File: src/hdl/ccp_pkg.sv
// Shared types and constants for the three-point circle fit.
// Holds word widths, the channel word structs and the sideband structs
// that travel with the divider and square root pipelines. No dependencies.
package ccp_pkg;

  // Coordinate width of one input point
  localparam int COORD_BITS = 12;

  // Intermediate widths, all derived from the coordinate width
  localparam int RW   = 2 * COORD_BITS + 1;  // x*x+y*y and cross differences
  localparam int DFW  = COORD_BITS + 1;      // coordinate differences
  localparam int DETW = 2 * COORD_BITS + 2;  // main determinant
  localparam int RDW  = 2 * COORD_BITS + 2;  // differences of squared norms
  localparam int PRW  = 4 * COORD_BITS + 2;  // norm times cross term
  localparam int PBW  = 3 * COORD_BITS + 3;  // norm difference times coordinate difference
  localparam int NUMW = 4 * COORD_BITS + 4;  // determinant numerators

  // Quotient widths: B and C beyond QT bits force a saturated radius
  localparam int QT   = (COORD_BITS + 3 > 19) ? COORD_BITS + 3 : 19;
  localparam int QA   = 2 * QT + 2;
  localparam int CW   = (NUMW > DETW + QA) ? NUMW : DETW + QA;
  localparam int SQW  = 2 * QT;
  localparam int RSW  = 2 * QT + 4;

  // Result widths
  localparam int OUT_W    = 16;
  localparam int ROOT_W   = 16;
  localparam int RAD_IN_W = 2 * ROOT_W;

  // Divider lanes
  localparam int LANE_A = 0;
  localparam int LANE_B = 1;
  localparam int LANE_C = 2;

  // Clip values
  localparam logic signed [OUT_W-1:0] CENTER_MAX = 16'sh7fff;
  localparam logic signed [OUT_W-1:0] CENTER_MIN = 16'sh8000;
  localparam logic [ROOT_W-1:0]       RAD_MAX    = 16'hffff;

  typedef struct packed {
    logic signed [COORD_BITS-1:0] point_a_x;
    logic signed [COORD_BITS-1:0] point_a_y;
    logic signed [COORD_BITS-1:0] point_b_x;
    logic signed [COORD_BITS-1:0] point_b_y;
    logic signed [COORD_BITS-1:0] point_c_x;
    logic signed [COORD_BITS-1:0] point_c_y;
  } in_t;

  typedef struct packed {
    logic signed [OUT_W-1:0] center_x;
    logic signed [OUT_W-1:0] center_y;
    logic [ROOT_W-1:0]       circle_radius;
    logic                    collinear_flag;
    logic                    saturated_flag;
  } out_t;

  // Travels with the divider: quotient signs and range overflow per lane
  typedef struct packed {
    logic       col;
    logic [2:0] neg;
    logic [2:0] ovf;
  } div_side_t;

  // Travels with the square root: finished centre and radius overrides
  typedef struct packed {
    logic                    col;
    logic signed [OUT_W-1:0] cx;
    logic signed [OUT_W-1:0] cy;
    logic                    sat;
    logic                    rad_sat;
    logic                    rad_zero;
  } sq_side_t;

  typedef struct packed {
    logic signed [OUT_W-1:0] val;
    logic                    sat;
  } clip_t;

endpackage

File: src/hdl/ccp_sqrt.sv
// Pipelined integer square root of a 32-bit radicand, one root bit per stage.
// Keeps the running remainder so each stage is one add and compare.
// Depends on ccp_pkg.
module ccp_sqrt
  import ccp_pkg::*;
(
  input  logic                clk,
  input  logic                rst,
  input  logic                en,
  input  logic                in_valid,
  input  logic [RAD_IN_W-1:0] value,
  input  sq_side_t            side_in,
  output logic                out_valid,
  output logic [ROOT_W-1:0]   root,
  output sq_side_t            side_out
);

  localparam int SRW = RAD_IN_W + 2;

  logic [ROOT_W:1]     vld;
  logic [SRW-1:0]      rem [1:ROOT_W];
  logic [ROOT_W-1:0]   rt  [1:ROOT_W];
  sq_side_t            sd  [1:ROOT_W];

  for (genvar s = 0; s < ROOT_W; s++) begin : g_stage
    localparam int BP = ROOT_W - 1 - s;
    logic              src_vld;
    logic [SRW-1:0]    src_rem;
    logic [ROOT_W-1:0] src_rt;
    sq_side_t          src_sd;
    logic [SRW-1:0]    trial;
    logic              fit;

    // Pick the stage input: the ports for the first stage
    if (s == 0) begin : g_first
      assign src_vld = in_valid;
      assign src_rem = SRW'(value);
      assign src_rt  = '0;
      assign src_sd  = side_in;
    end else begin : g_next
      assign src_vld = vld[s];
      assign src_rem = rem[s];
      assign src_rt  = rt[s];
      assign src_sd  = sd[s];
    end

    // (r + 2^b)^2 - r^2 = r*2^(b+1) + 2^(2b)
    assign trial = (SRW'(src_rt) << (BP + 1)) + (SRW'(1) << (2 * BP));
    assign fit   = src_rem >= trial;

    // Advance valid
    always_ff @(posedge clk) begin
      if (rst) begin
        vld[s+1] <= 1'b0;
      end else if (en) begin
        vld[s+1] <= src_vld;
      end
    end

    // Advance remainder, root and sideband
    always_ff @(posedge clk) begin
      if (en) begin
        rem[s+1] <= fit ? src_rem - trial : src_rem;
        rt[s+1]  <= src_rt | (ROOT_W'(fit) << BP);
        sd[s+1]  <= src_sd;
      end
    end
  end

  assign out_valid = vld[ROOT_W];
  assign root      = rt[ROOT_W];
  assign side_out  = sd[ROOT_W];

endmodule

File: config.mk
export PLATFORM = sky130hd
export DESIGN_NAME = ccp_sqrt
export DESIGN_NICKNAME = d
export VERILOG_FILES = /design/src/hdl/ccp_pkg.sv /design/src/hdl/ccp_sqrt.sv
export SDC_FILE = /design/constraint.sdc
export NUM_CORES = 1
export LEC_CHECK = 0
export ABC_AREA = 1
export BUFFER_PORTS_ARGS = -buffer_cell sky130_fd_sc_hd__buf_2
export CAP_MARGIN = 25
export CORE_MARGIN = 5
export CORE_UTILIZATION = 50
export DETAILED_ROUTE_END_ITERATION = 10
export PLACE_DENSITY_LB_ADDON = 0.12
export SLEW_MARGIN = 10
export SYNTH_ARGS = -nofsm -noshare
export SYNTH_HDL_FRONTEND = slang
export SYNTH_SLANG_ARGS = --single-unit
export TNS_END_PERCENT = 30
File: constraint.sdc
create_clock -name clk -period 2.27 [get_ports clk]
set_clock_uncertainty 0.1 [all_clocks]
set_input_delay 0.227 -clock clk [delete_from_list [all_inputs] [get_ports clk]]
set_output_delay 0.227 -clock clk [all_outputs]
set_load 0.05 [all_outputs]
==> results.sh, run 1 <==
export IMPL_dpl_hpwl_mm=81.2
export IMPL_synth_top_area_share_pct=68.7
export IMPL_hp_class="in -> reg"
export IMPL_cp_top_family="simple AND/OR/NAND/NOR gates"
export IMPL_synth_async_reset_ratio_pct=0
export IMPL_area_growth_pct=24.8
export IMPL_final_setup_viol_count=5
export IMPL_switchingPower_mw=14.9
export IMPL_swShare_pct=25.8
export IMPL_worstPathMaxFanout=6
export IMPL_p_int_mw=43.1
export IMPL_critPathMaxStageDelay_ns=0.43
export IMPL_grt_ovfl_total=0
export IMPL_p_leak_nw=27.3
export IMPL_cp_start_kind="flop"
export IMPL_drv_cap=0
export IMPL_antenna_found_initial=0
export IMPL_dpl_cell_count=6535
export IMPL_gr_usage_all_layers_pct=19.7
export IMPL_synth_area_leader_cell="edfxtp_1"
export IMPL_r2r_cells=12
export IMPL_min_delay_start="side_in[14]"
export IMPL_slowest_stage="edfxtp_1"
export IMPL_path_class="reg -> reg"
export IMPL_synth_main_ff_cell="edfxtp_1"
export IMPL_via_count=34200
export IMPL_finalHoldViolCount=0
export IMPL_max_freq_ghz=0.435
export IMPL_worst_pin_slew_ns=0.515
export IMPL_synth_seq_area_share_pct=69.3
export IMPL_p_seq_share_pct=49.1
export IMPL_avgRoutedWirePerCell_um=16.3
export IMPL_htreeDepth=4
export IMPL_timing_critical_path_mode_cell="buf_6"
export IMPL_gp_congestion=0.915
export IMPL_fp_dieArea_um2=113000
export IMPL_die_x_um=337
export IMPL_synth_warnings=0
export IMPL_drive_gt1_share_pct=22.3
export IMPL_synth_edf_count=1221
export IMPL_antenna_left=0
export IMPL_coreArea_um2=106000
export IMPL_place_area_um2=59100
export IMPL_power_density_nw_per_um2=872
export IMPL_clk_latency_ns=0.72
export IMPL_hold_end="sd[0][50]$_DFFE_PP_"
export IMPL_fin_crit_ns=2.30
export IMPL_arrival_ns=2.64
export IMPL_synth_area_um2=53300
export IMPL_fin_util_pct=63.0
export IMPL_cts_buffer_depth=3
export IMPL_final_cell_area_um2=66600
export IMPL_start_util_pct=50.5
export IMPL_required_ns=2.61
export IMPL_drtIter0Drc=1927
export IMPL_period_share_pct=101
export IMPL_cts_tree="built"
export IMPL_grt_pass1_wl_mm=177
export IMPL_routed_wirelength_mm=113
export IMPL_cts_buffers=131
export IMPL_nets=5640
export IMPL_slew_viol_final=0
export IMPL_clkPwrFrac_pct=35.4
export IMPL_final_cells=6910
export IMPL_yosysUniqueCellTypes=56
export IMPL_clk_pin_slew_worst_paths_ns=0.06
export IMPL_rows=119
export IMPL_io_buffers=124
export IMPL_finalPower_mw=58.0
export IMPL_yosys_top_cells_area="edfxtp_1 (69%), nand2_1 (8.4%), inv_1 (4.4%)"
export IMPL_avgViaCountPerCell=4.95
export IMPL_status="finished, violations left"
export IMPL_rsz0062_at_grt="yes"
export IMPL_cp_end_kind="flop"
export IMPL_first_global_vias=33900
export IMPL_io_pins=125
export IMPL_r2r_end="rem[0][452]$_DFFE_PP_"
export IMPL_synth_seq_cells=1237
export IMPL_setup_tns_final_ns=-0.0687
export IMPL_whs_ns=0.121
export IMPL_max_slew_margin_pct=65.7
export IMPL_min_path_cells=2
export IMPL_path_buf_inv=4
export IMPL_ir_worst_vdd_mv=0.621
export IMPL_die_h_um=337
export IMPL_syn_inst=4613
export IMPL_place_ws_ns=-0.344
export IMPL_violations="setup timing"
export IMPL_reg2reg_slack_ns=-0.03
export IMPL_cts_sinks=1237
export IMPL_dr_pass1_iters=5
export IMPL_drc=0
export IMPL_grt_max_degree=95
export IMPL_comb_power_share_pct=15.6
export IMPL_finalWorstSetupSlack_ns=-0.0294
export IMPL_cts_root_buf="clkbuf_16"
export IMPL_syn_avg_cell_area_um2=11.6
export IMPL_worstReg2RegStart="rem[0][419]$_DFFE_PP_"
export IMPL_path_cells="ha_4, buf_6, nand2_4, nor2_4, buf_6, nand4_1, nand2_2, a21oi_4, buf_12, clkbuf_16, nand2_1, o21ai_0"
export IMPL_synth_nets=4835
[worst reg2reg max path, cell delays in order, from the launching register on]
cell and delay [ns]:
edfxtp_1 0.43, ha_4 0.30, buf_6 0.11, nand2_4 0.06, nor2_4 0.10, buf_6 0.11
nand4_1 0.17, nand2_2 0.17, a21oi_4 0.06, buf_12 0.14, clkbuf_16 0.16, nand2_1 0.05
o21ai_0 0.07
[flip-flops by register name (all words and copies together), names as in the netlist]
signal and count:
rt 136, rem 509, out_valid 1, g_stage.src_vld 15, sd 576
[kinds of logic after synthesis]
kind of cell	after synthesis	synth area share, %
adder cells (fa/ha/maj)	150	3.52
XOR/XNOR	125	2.05
AO/OA/AOI/OAI	333	3.56
buffers and inverters	672	5.01
flip-flops	1237	69.3
AND/OR/NAND/NOR	2096	16.5
[cells in the final DEF (no fill, tap or decap), types with 16 or more instances in the layout]
| cell type | n |
|---|---|
| xor2_1 | 80 |
| buf_2 | 123 |
| a21oi_2 | 70 |
| o21ai_1 | 46 |
| nand2_1 | 1118 |
| nor2_1 | 382 |
| inv_2 | 31 |
| xnor2_1 | 45 |
| ha_1 | 76 |
| o21ai_2 | 16 |
| inv_1 | 599 |
| nand2_4 | 17 |
| buf_4 | 462 |
| o21ai_0 | 56 |
| dfxtp_1 | 16 |
| clkbuf_1 | 36 |
| nor3_1 | 36 |
| clkinv_1 | 19 |
| nand3b_1 | 33 |
| ha_4 | 71 |
| clkinv_2 | 16 |
| edfxtp_1 | 1221 |
| nand2_2 | 83 |
| clkbuf_16 | 137 |
| dlygate4sd3_1 | 73 |
| nor4_1 | 23 |
| nor2_2 | 37 |
| nand4_1 | 72 |
| buf_12 | 30 |
| nand3_1 | 206 |
| a21oi_1 | 108 |
| nor2_4 | 19 |
[power groups by stage]
stage                     Sequential, mW  Combinational (mW)  Clock (mW)
final                               28.5                9.02        20.5
after global routing                28.7                10.1        22.2
after CTS                           28.4                8.32        21.1
after detailed placement            28.9                8.03           0
after global placement              28.8                7.98           0
after floorplan                     28.6                4.58           0
[cell usage after synthesis (all sizes together), types with 24 or more instances]
cell type  instances
xnor2             45
nor2             438
o21ai            119
a21oi            186
edfxtp          1221
nor4              24
inv              637
xor2              80
nand2           1218
nand3            225
ha               150
nand4             72
nor3              49
buf               30
nand3b            33
[layout make-up]
cell class / count / area, um2
fill: 8260 / 39000
sequential: 1237 / 37000
multi-input combinational: 2704 / 15500
clock inverter: 62 / 694
timing repair buffer: 705 / 5660
antenna: 1 / 2.50
clock buffer: 171 / 3500
timing repair inverter: 2 / 12.5
inverter: 637 / 2430
tap: 1391 / 1740
[timing repair]
action / 4_1_cts / 5_1_grt
pin swaps: 16 / 70
hold buffers: 73 / 0
resized for setup: 84 / 354
hold endpoints to repair: 128 / 0
setup endpoints to repair: 157 / 242
cloned: 0 / 6
setup buffers: 13 / 51
[routing by layer]
layer,track usage [%],part of all wire (%)
met5,0,0
met4,6.83,3.2
met3,2.83,3.7
met2,34.2,50
met1,25.7,44
[worst max-delay path by stage]
| stage | startpoint | to | cells past startpoint |
|---|---|---|---|
| after global placement | rem[0][320]$_DFFE_PP_ | rem[0][353]$_DFFE_PP_ | 10 |
| after global routing | rt[0][200]$_DFFE_PP_ | rem[0][459]$_DFFE_PP_ | 12 |
| final | rem[0][419]$_DFFE_PP_ | rem[0][452]$_DFFE_PP_ | 12 |
| after CTS | rem[0][454]$_DFFE_PP_ | rem[0][497]$_DFFE_PP_ | 9 |
| after floorplan | rem[0][257]$_DFFE_PP_ | rem[0][291]$_DFFE_PP_ | 10 |
| after detailed placement | rem[0][320]$_DFFE_PP_ | rem[0][353]$_DFFE_PP_ | 10 |
Power figures use the tool's default switching activity.
==> inputs of run 2 (changes only) <==
--- a/config.mk
+++ b/config.mk
@@ -12,6 +12,7 @@
 export CORE_UTILIZATION = 50
 export DETAILED_ROUTE_END_ITERATION = 10
 export PLACE_DENSITY_LB_ADDON = 0.12
+export RECOVER_POWER = 25
 export SLEW_MARGIN = 10
 export SYNTH_ARGS = -nofsm -noshare
 export SYNTH_HDL_FRONTEND = slang
==> run 2 against run 1 <==
Compared with the run above: the run still ends with setup timing left; flip-flop and latch count unchanged; maximum frequency increased by 0.22%; utilization hardly changed; first-iteration DRC count fell by 2.7%; critical path depth unchanged; critical path type unchanged.
==> results.sh, run 2 (synthesis gave the netlist of run 1 again) <==
export IMPL_gp_congestion=0.915
export IMPL_path_cells="ha_4, buf_6, nand2_4, nor2_4, buf_6, nand4_1, nand2_2, a21oi_4, buf_12, clkbuf_16, nand2_1, o21ai_0"
export IMPL_first_global_vias=33900
export IMPL_area_growth_pct=24.7
export IMPL_drtIter0Drc=1875
export IMPL_routed_wirelength_mm=113
export IMPL_worst_pin_slew_ns=0.518
export IMPL_via_count=34200
export IMPL_grt_ovfl_total=0
export IMPL_comb_power_share_pct=15.5
export IMPL_power_density_nw_per_um2=872
export IMPL_drv_cap=0
export IMPL_timing_critical_path_mode_cell="buf_6"
export IMPL_switchingPower_mw=14.9
export IMPL_cp_end_kind="flop"
export IMPL_slew_viol_final=0
export IMPL_cts_buffers=131
export IMPL_antenna_found_initial=0
export IMPL_gr_usage_all_layers_pct=19.7
export IMPL_worstPathMaxFanout=6
export IMPL_place_area_um2=59100
export IMPL_final_setup_viol_count=4
export IMPL_cts_buffer_depth=3
export IMPL_largest_register_ffs=576
export IMPL_clkPwrFrac_pct=35.4
export IMPL_rsz0062_at_grt="yes"
export IMPL_die_h_um=337
export IMPL_clk_latency_ns=0.72
export IMPL_whs_ns=0.121
export IMPL_slowest_stage="edfxtp_1"
export IMPL_avgRoutedWirePerCell_um=16.3
export IMPL_io_buffers=124
export IMPL_fp_dieArea_um2=113000
export IMPL_fin_util_pct=63.0
export IMPL_cp_start_kind="flop"
export IMPL_final_cell_mix="edfxtp_1 (1221), nand2_1 (1118), inv_1 (599)"
export IMPL_swShare_pct=25.8
export IMPL_grt_pass1_wl_mm=177
export IMPL_rows=119
export IMPL_reg_top3="sd: 576 flops, rem: 509 flops, rt: 136 flops"
export IMPL_htreeDepth=4
export IMPL_drive_gt1_share_pct=21.6
export IMPL_p_int_mw=43.1
export IMPL_drc=0
export IMPL_cts_root_buf="clkbuf_16"
export IMPL_coreArea_um2=106000
export IMPL_dr_pass1_iters=6
export IMPL_largest_register="sd"
export IMPL_hp_class="in -> reg"
export IMPL_avgViaCountPerCell=4.95
export IMPL_nets=5640
export IMPL_grt_max_degree=95
export IMPL_finalWorstSetupSlack_ns=-0.0244
export IMPL_start_util_pct=50.5
export IMPL_clk_pin_slew_worst_paths_ns=0.06
export IMPL_ir_worst_vdd_mv=0.612
export IMPL_fin_crit_ns=2.29
export IMPL_dpl_hpwl_mm=81.2
export IMPL_p_leak_nw=27.2
export IMPL_max_slew_margin_pct=65.5
export IMPL_antenna_left=0
export IMPL_p_seq_share_pct=49.1
export IMPL_period_share_pct=101
export IMPL_required_ns=2.61
export IMPL_critPathMaxStageDelay_ns=0.43
export IMPL_cts_sinks=1237
export IMPL_setup_tns_final_ns=-0.0476
export IMPL_final_cell_area_um2=66500
export IMPL_die_x_um=337
export IMPL_cp_top_family="simple AND/OR/NAND/NOR gates"
export IMPL_path_class="reg -> reg"
export IMPL_cts_tree="built"
export IMPL_status="finished, violations left"
export IMPL_path_buf_inv=4
export IMPL_violations="setup timing"
export IMPL_io_pins=125
export IMPL_finalHoldViolCount=0
export IMPL_arrival_ns=2.64
export IMPL_max_freq_ghz=0.436
export IMPL_mostFrequentLayoutCell="edfxtp_1"
run 2: timing repair:
item | CTS | global route
hold endpoints to repair | 128 | 0
endpoints found under the setup margin | 157 | 242
cloned | 0 | 6
hold buffers | 73 | 0
setup buffers | 13 | 51
pin swaps | 16 | 70
resized for setup | 84 | 354
run 2: final timing paths:
kind	start	endpoint	slack, ns	depth (start not counted)
worst max-delay path	rem[0][419]$_DFFE_PP_	rem[0][452]$_DFFE_PP_	-0.02	12
worst min-delay path	side_in[14]	sd[0][50]$_DFFE_PP_	0.12	2
worst max register to register	rem[0][419]$_DFFE_PP_	rem[0][452]$_DFFE_PP_	-0.02	12
worst min register to register	sd[0][465]$_DFFE_PP_	sd[0][501]$_DFFE_PP_	0.31	0
run 2: power groups by stage:
| stage | registers, mW | logic (mW) | clock network [mW] |
|---|---|---|---|
| after floorplan | 28.6 | 4.58 | 0 |
| after CTS | 28.4 | 8.32 | 21.1 |
| after global placement | 28.8 | 7.98 | 0 |
| final | 28.5 | 9.02 | 20.5 |
| after global routing | 28.7 | 10.1 | 22.2 |
| after detailed placement | 28.9 | 8.03 | 0 |
run 2: cell type report:
| cell class | count | area, um2 |
|---|---|---|
| antenna | 1 | 2.50 |
| clock buffer | 171 | 3500 |
| clock inverter | 62 | 694 |
| fill | 8288 | 39100 |
| inverter | 637 | 2430 |
| multi-input combinational | 2704 | 15500 |
| sequential | 1237 | 37000 |
| tap | 1391 | 1740 |
| timing repair buffer | 705 | 5610 |
| timing repair inverter | 2 | 12.5 |
run 2: through the flow:
| stage | setup WS, ns | instances | power, mW |
|---|---|---|---|
| after floorplan | 0.182 | 4613 | 33.2 |
| after CTS | -0.0677 | 6854 | 57.9 |
| final | -0.0244 | 6910 | 58.0 |
| after detailed placement | -0.344 | 6535 | 36.9 |
| after global placement | -0.373 | 6535 | 36.8 |
| after global routing | -0.119 | 6909 | 60.9 |
run 2: layer usage:
metal	wire, um	track usage [%]
met5	0	0
met4	3530	6.83
met3	4070	2.83
met2	55900	34.2
met1	49200	25.7
==> inputs of run 3 (changes only) <==
--- a/config.mk
+++ b/config.mk
@@ -11,8 +11,11 @@
 export CORE_MARGIN = 5
 export CORE_UTILIZATION = 50
 export DETAILED_ROUTE_END_ITERATION = 10
+export GPL_ROUTABILITY_DRIVEN = 0
 export PLACE_DENSITY_LB_ADDON = 0.12
 export RECOVER_POWER = 25
+export SETUP_SLACK_MARGIN = 0.4
+export SKIP_CTS_REPAIR_TIMING = 1
 export SLEW_MARGIN = 10
 export SYNTH_ARGS = -nofsm -noshare
 export SYNTH_HDL_FRONTEND = slang
==> run 3 against run 2 <==
Compared with the run above: the run still ends with setup timing left; power fell by 0.96%; clock power fell by 5%; count of clock-buffer cells in the layout fell by 23; highest routed layer unchanged.
==> results.sh, run 3 (synthesis gave the netlist of run 1 again) <==
export IMPL_cts_sinks=1237
export IMPL_dr_pass1_iters=6
export IMPL_rows=119
export IMPL_reg2reg_slack_ns=-0.14
export IMPL_fin_crit_ns=2.41
export IMPL_first_global_vias=33000
export IMPL_io_pins=125
export IMPL_arrival_ns=2.77
export IMPL_critPathMaxStageDelay_ns=0.48
export IMPL_largest_register="sd"
export IMPL_p_leak_nw=27.2
export IMPL_path_cells="ha_4, nand2_4, nor2_4, nand4_1, nand2_2, a21oi_4, buf_12, clkbuf_16, nand2_2, o21ai_1"
export IMPL_cp_end_kind="flop"
export IMPL_antenna_found_initial=1
export IMPL_clk_latency_ns=0.71
export IMPL_violations="setup timing"
export IMPL_final_cells=6874
export IMPL_wl_met1_mm=47.2
export IMPL_largest_register_ffs=576
export IMPL_dr_max_layer_used="met4"
export IMPL_power_density_nw_per_um2=850
export IMPL_grt_max_degree=63
export IMPL_dpl_hpwl_mm=79.2
export IMPL_max_slew_margin_pct=65.7
export IMPL_start_util_pct=50.5
export IMPL_nets=5601
export IMPL_die_x_um=337
export IMPL_place_area_um2=59000
export IMPL_gr_usage_all_layers_pct=18.9
export IMPL_final_cell_mix="edfxtp_1 (1221), nand2_1 (1029), inv_1 (554)"
export IMPL_path_class="reg -> reg"
export IMPL_nFillCells=7996
export IMPL_final_cell_area_um2=67600
export IMPL_cts_tree="built"
export IMPL_drive_gt1_share_pct=25.5
export IMPL_setup_tns_final_ns=-1.80
export IMPL_finalWorstSetupSlack_ns=-0.143
export IMPL_max_freq_ghz=0.414
export IMPL_required_ns=2.62
export IMPL_fin_util_pct=64.0
export IMPL_cts_buffer_depth=3
export IMPL_die_h_um=337
export IMPL_final_setup_viol_count=35
export IMPL_min_path_cells=2
export IMPL_avgViaCountPerCell=5.04
export IMPL_worstPathMaxFanout=6
export IMPL_drv_cap=0
export IMPL_io_buffers=124
export IMPL_ir_worst_vdd_mv=0.768
export IMPL_fp_dieArea_um2=113000
export IMPL_slew_viol_final=0
export IMPL_clk_pin_slew_worst_paths_ns=0.06
export IMPL_antenna_left=0
export IMPL_grt_ovfl_total=0
export IMPL_mostFrequentLayoutCell="edfxtp_1"
export IMPL_route_met2_wl_mm=57.5
export IMPL_period_share_pct=106
export IMPL_routed_wirelength_mm=114
export IMPL_r2r_cells=10
export IMPL_status="finished, violations left"
export IMPL_area_growth_pct=26.6
export IMPL_finalHoldViolCount=0
export IMPL_routed_wl_met3_mm=4.32
export IMPL_cts_root_buf="clkbuf_16"
export IMPL_drc=0
export IMPL_drtIter0Drc=2220
export IMPL_slowest_stage="edfxtp_1"
export IMPL_dpl_cell_count=6417
export IMPL_coreArea_um2=106000
export IMPL_hp_class="in -> reg"
export IMPL_cp_start_kind="flop"
export IMPL_avgRoutedWirePerCell_um=16.6
export IMPL_reg_top3="sd: 576 flops, rem: 509 flops, rt: 136 flops"
export IMPL_finalPower_mw=57.4
export IMPL_grt_pass1_wl_mm=171
export IMPL_rsz0062_at_grt="yes"
export IMPL_htreeDepth=3
export IMPL_cts_buffers=121
export IMPL_worst_pin_slew_ns=0.510
export IMPL_timing_critical_path_mode_cell="nand2_2"
export IMPL_via_count=34600
run 3: path summary, 6_finish.rpt:
path / start / end
setup reg to reg: rem[0][423]$_DFFE_PP_ / rem[0][453]$_DFFE_PP_
hold / removal: side_in[16] / sd[0][52]$_DFFE_PP_
hold reg to reg: sd[0][548]$_DFFE_PP_ / sd[0][584]$_DFFE_PP_
setup / recovery: rem[0][423]$_DFFE_PP_ / rem[0][453]$_DFFE_PP_
run 3: worst max-delay path, delay by kind of cell, from the launching register on:
family	cells	cell delay, ns
and+or+nand+nor	5	0.76
DFF	1	0.48
adders and majority gates	1	0.36
buffers and inverters	2	0.31
AOI/OAI and AO/OA	2	0.12
run 3: cell type report:
class                      instances  area [um2]  share of cell area (%)
sequential                      1237       37000                    54.7
multi-input combinational       2704       16900                    25.0
timing repair buffer             669        5490                    8.13
clock buffer                     148        3170                    4.69
inverter                         637        2480                    3.67
tap                             1391        1740                    2.58
clock inverter                    78         737                    1.09
timing repair inverter             9        85.1                   0.126
antenna                            1        2.50                 0.00370
run 3: stage by stage:
step / hold slack, ns / setup slack [ns]
floorplan: 0.226 / 0.240
global placement: 0.300 / -0.853
detailed placement: 0.305 / -0.779
CTS: -0.475 / -0.803
global route: 0.0843 / -0.175
finish: 0.129 / -0.143
run 3: power by group:
part,internal (mW),total (mW),switching [mW]
logic,3.99,9.57,5.58
registers,27.4,28.5,1.09
clock network,11.0,19.4,8.38
run 3: layer usage:
| metal | track usage [%] | vias up |
|---|---|---|
| met2 | 33.1 | 819 |
| met4 | 7.38 | 0 |
| met1 | 23.9 | 16300 |
| li1 | - | 17200 |
| met3 | 2.60 | 309 |
| met5 | 0 | - |
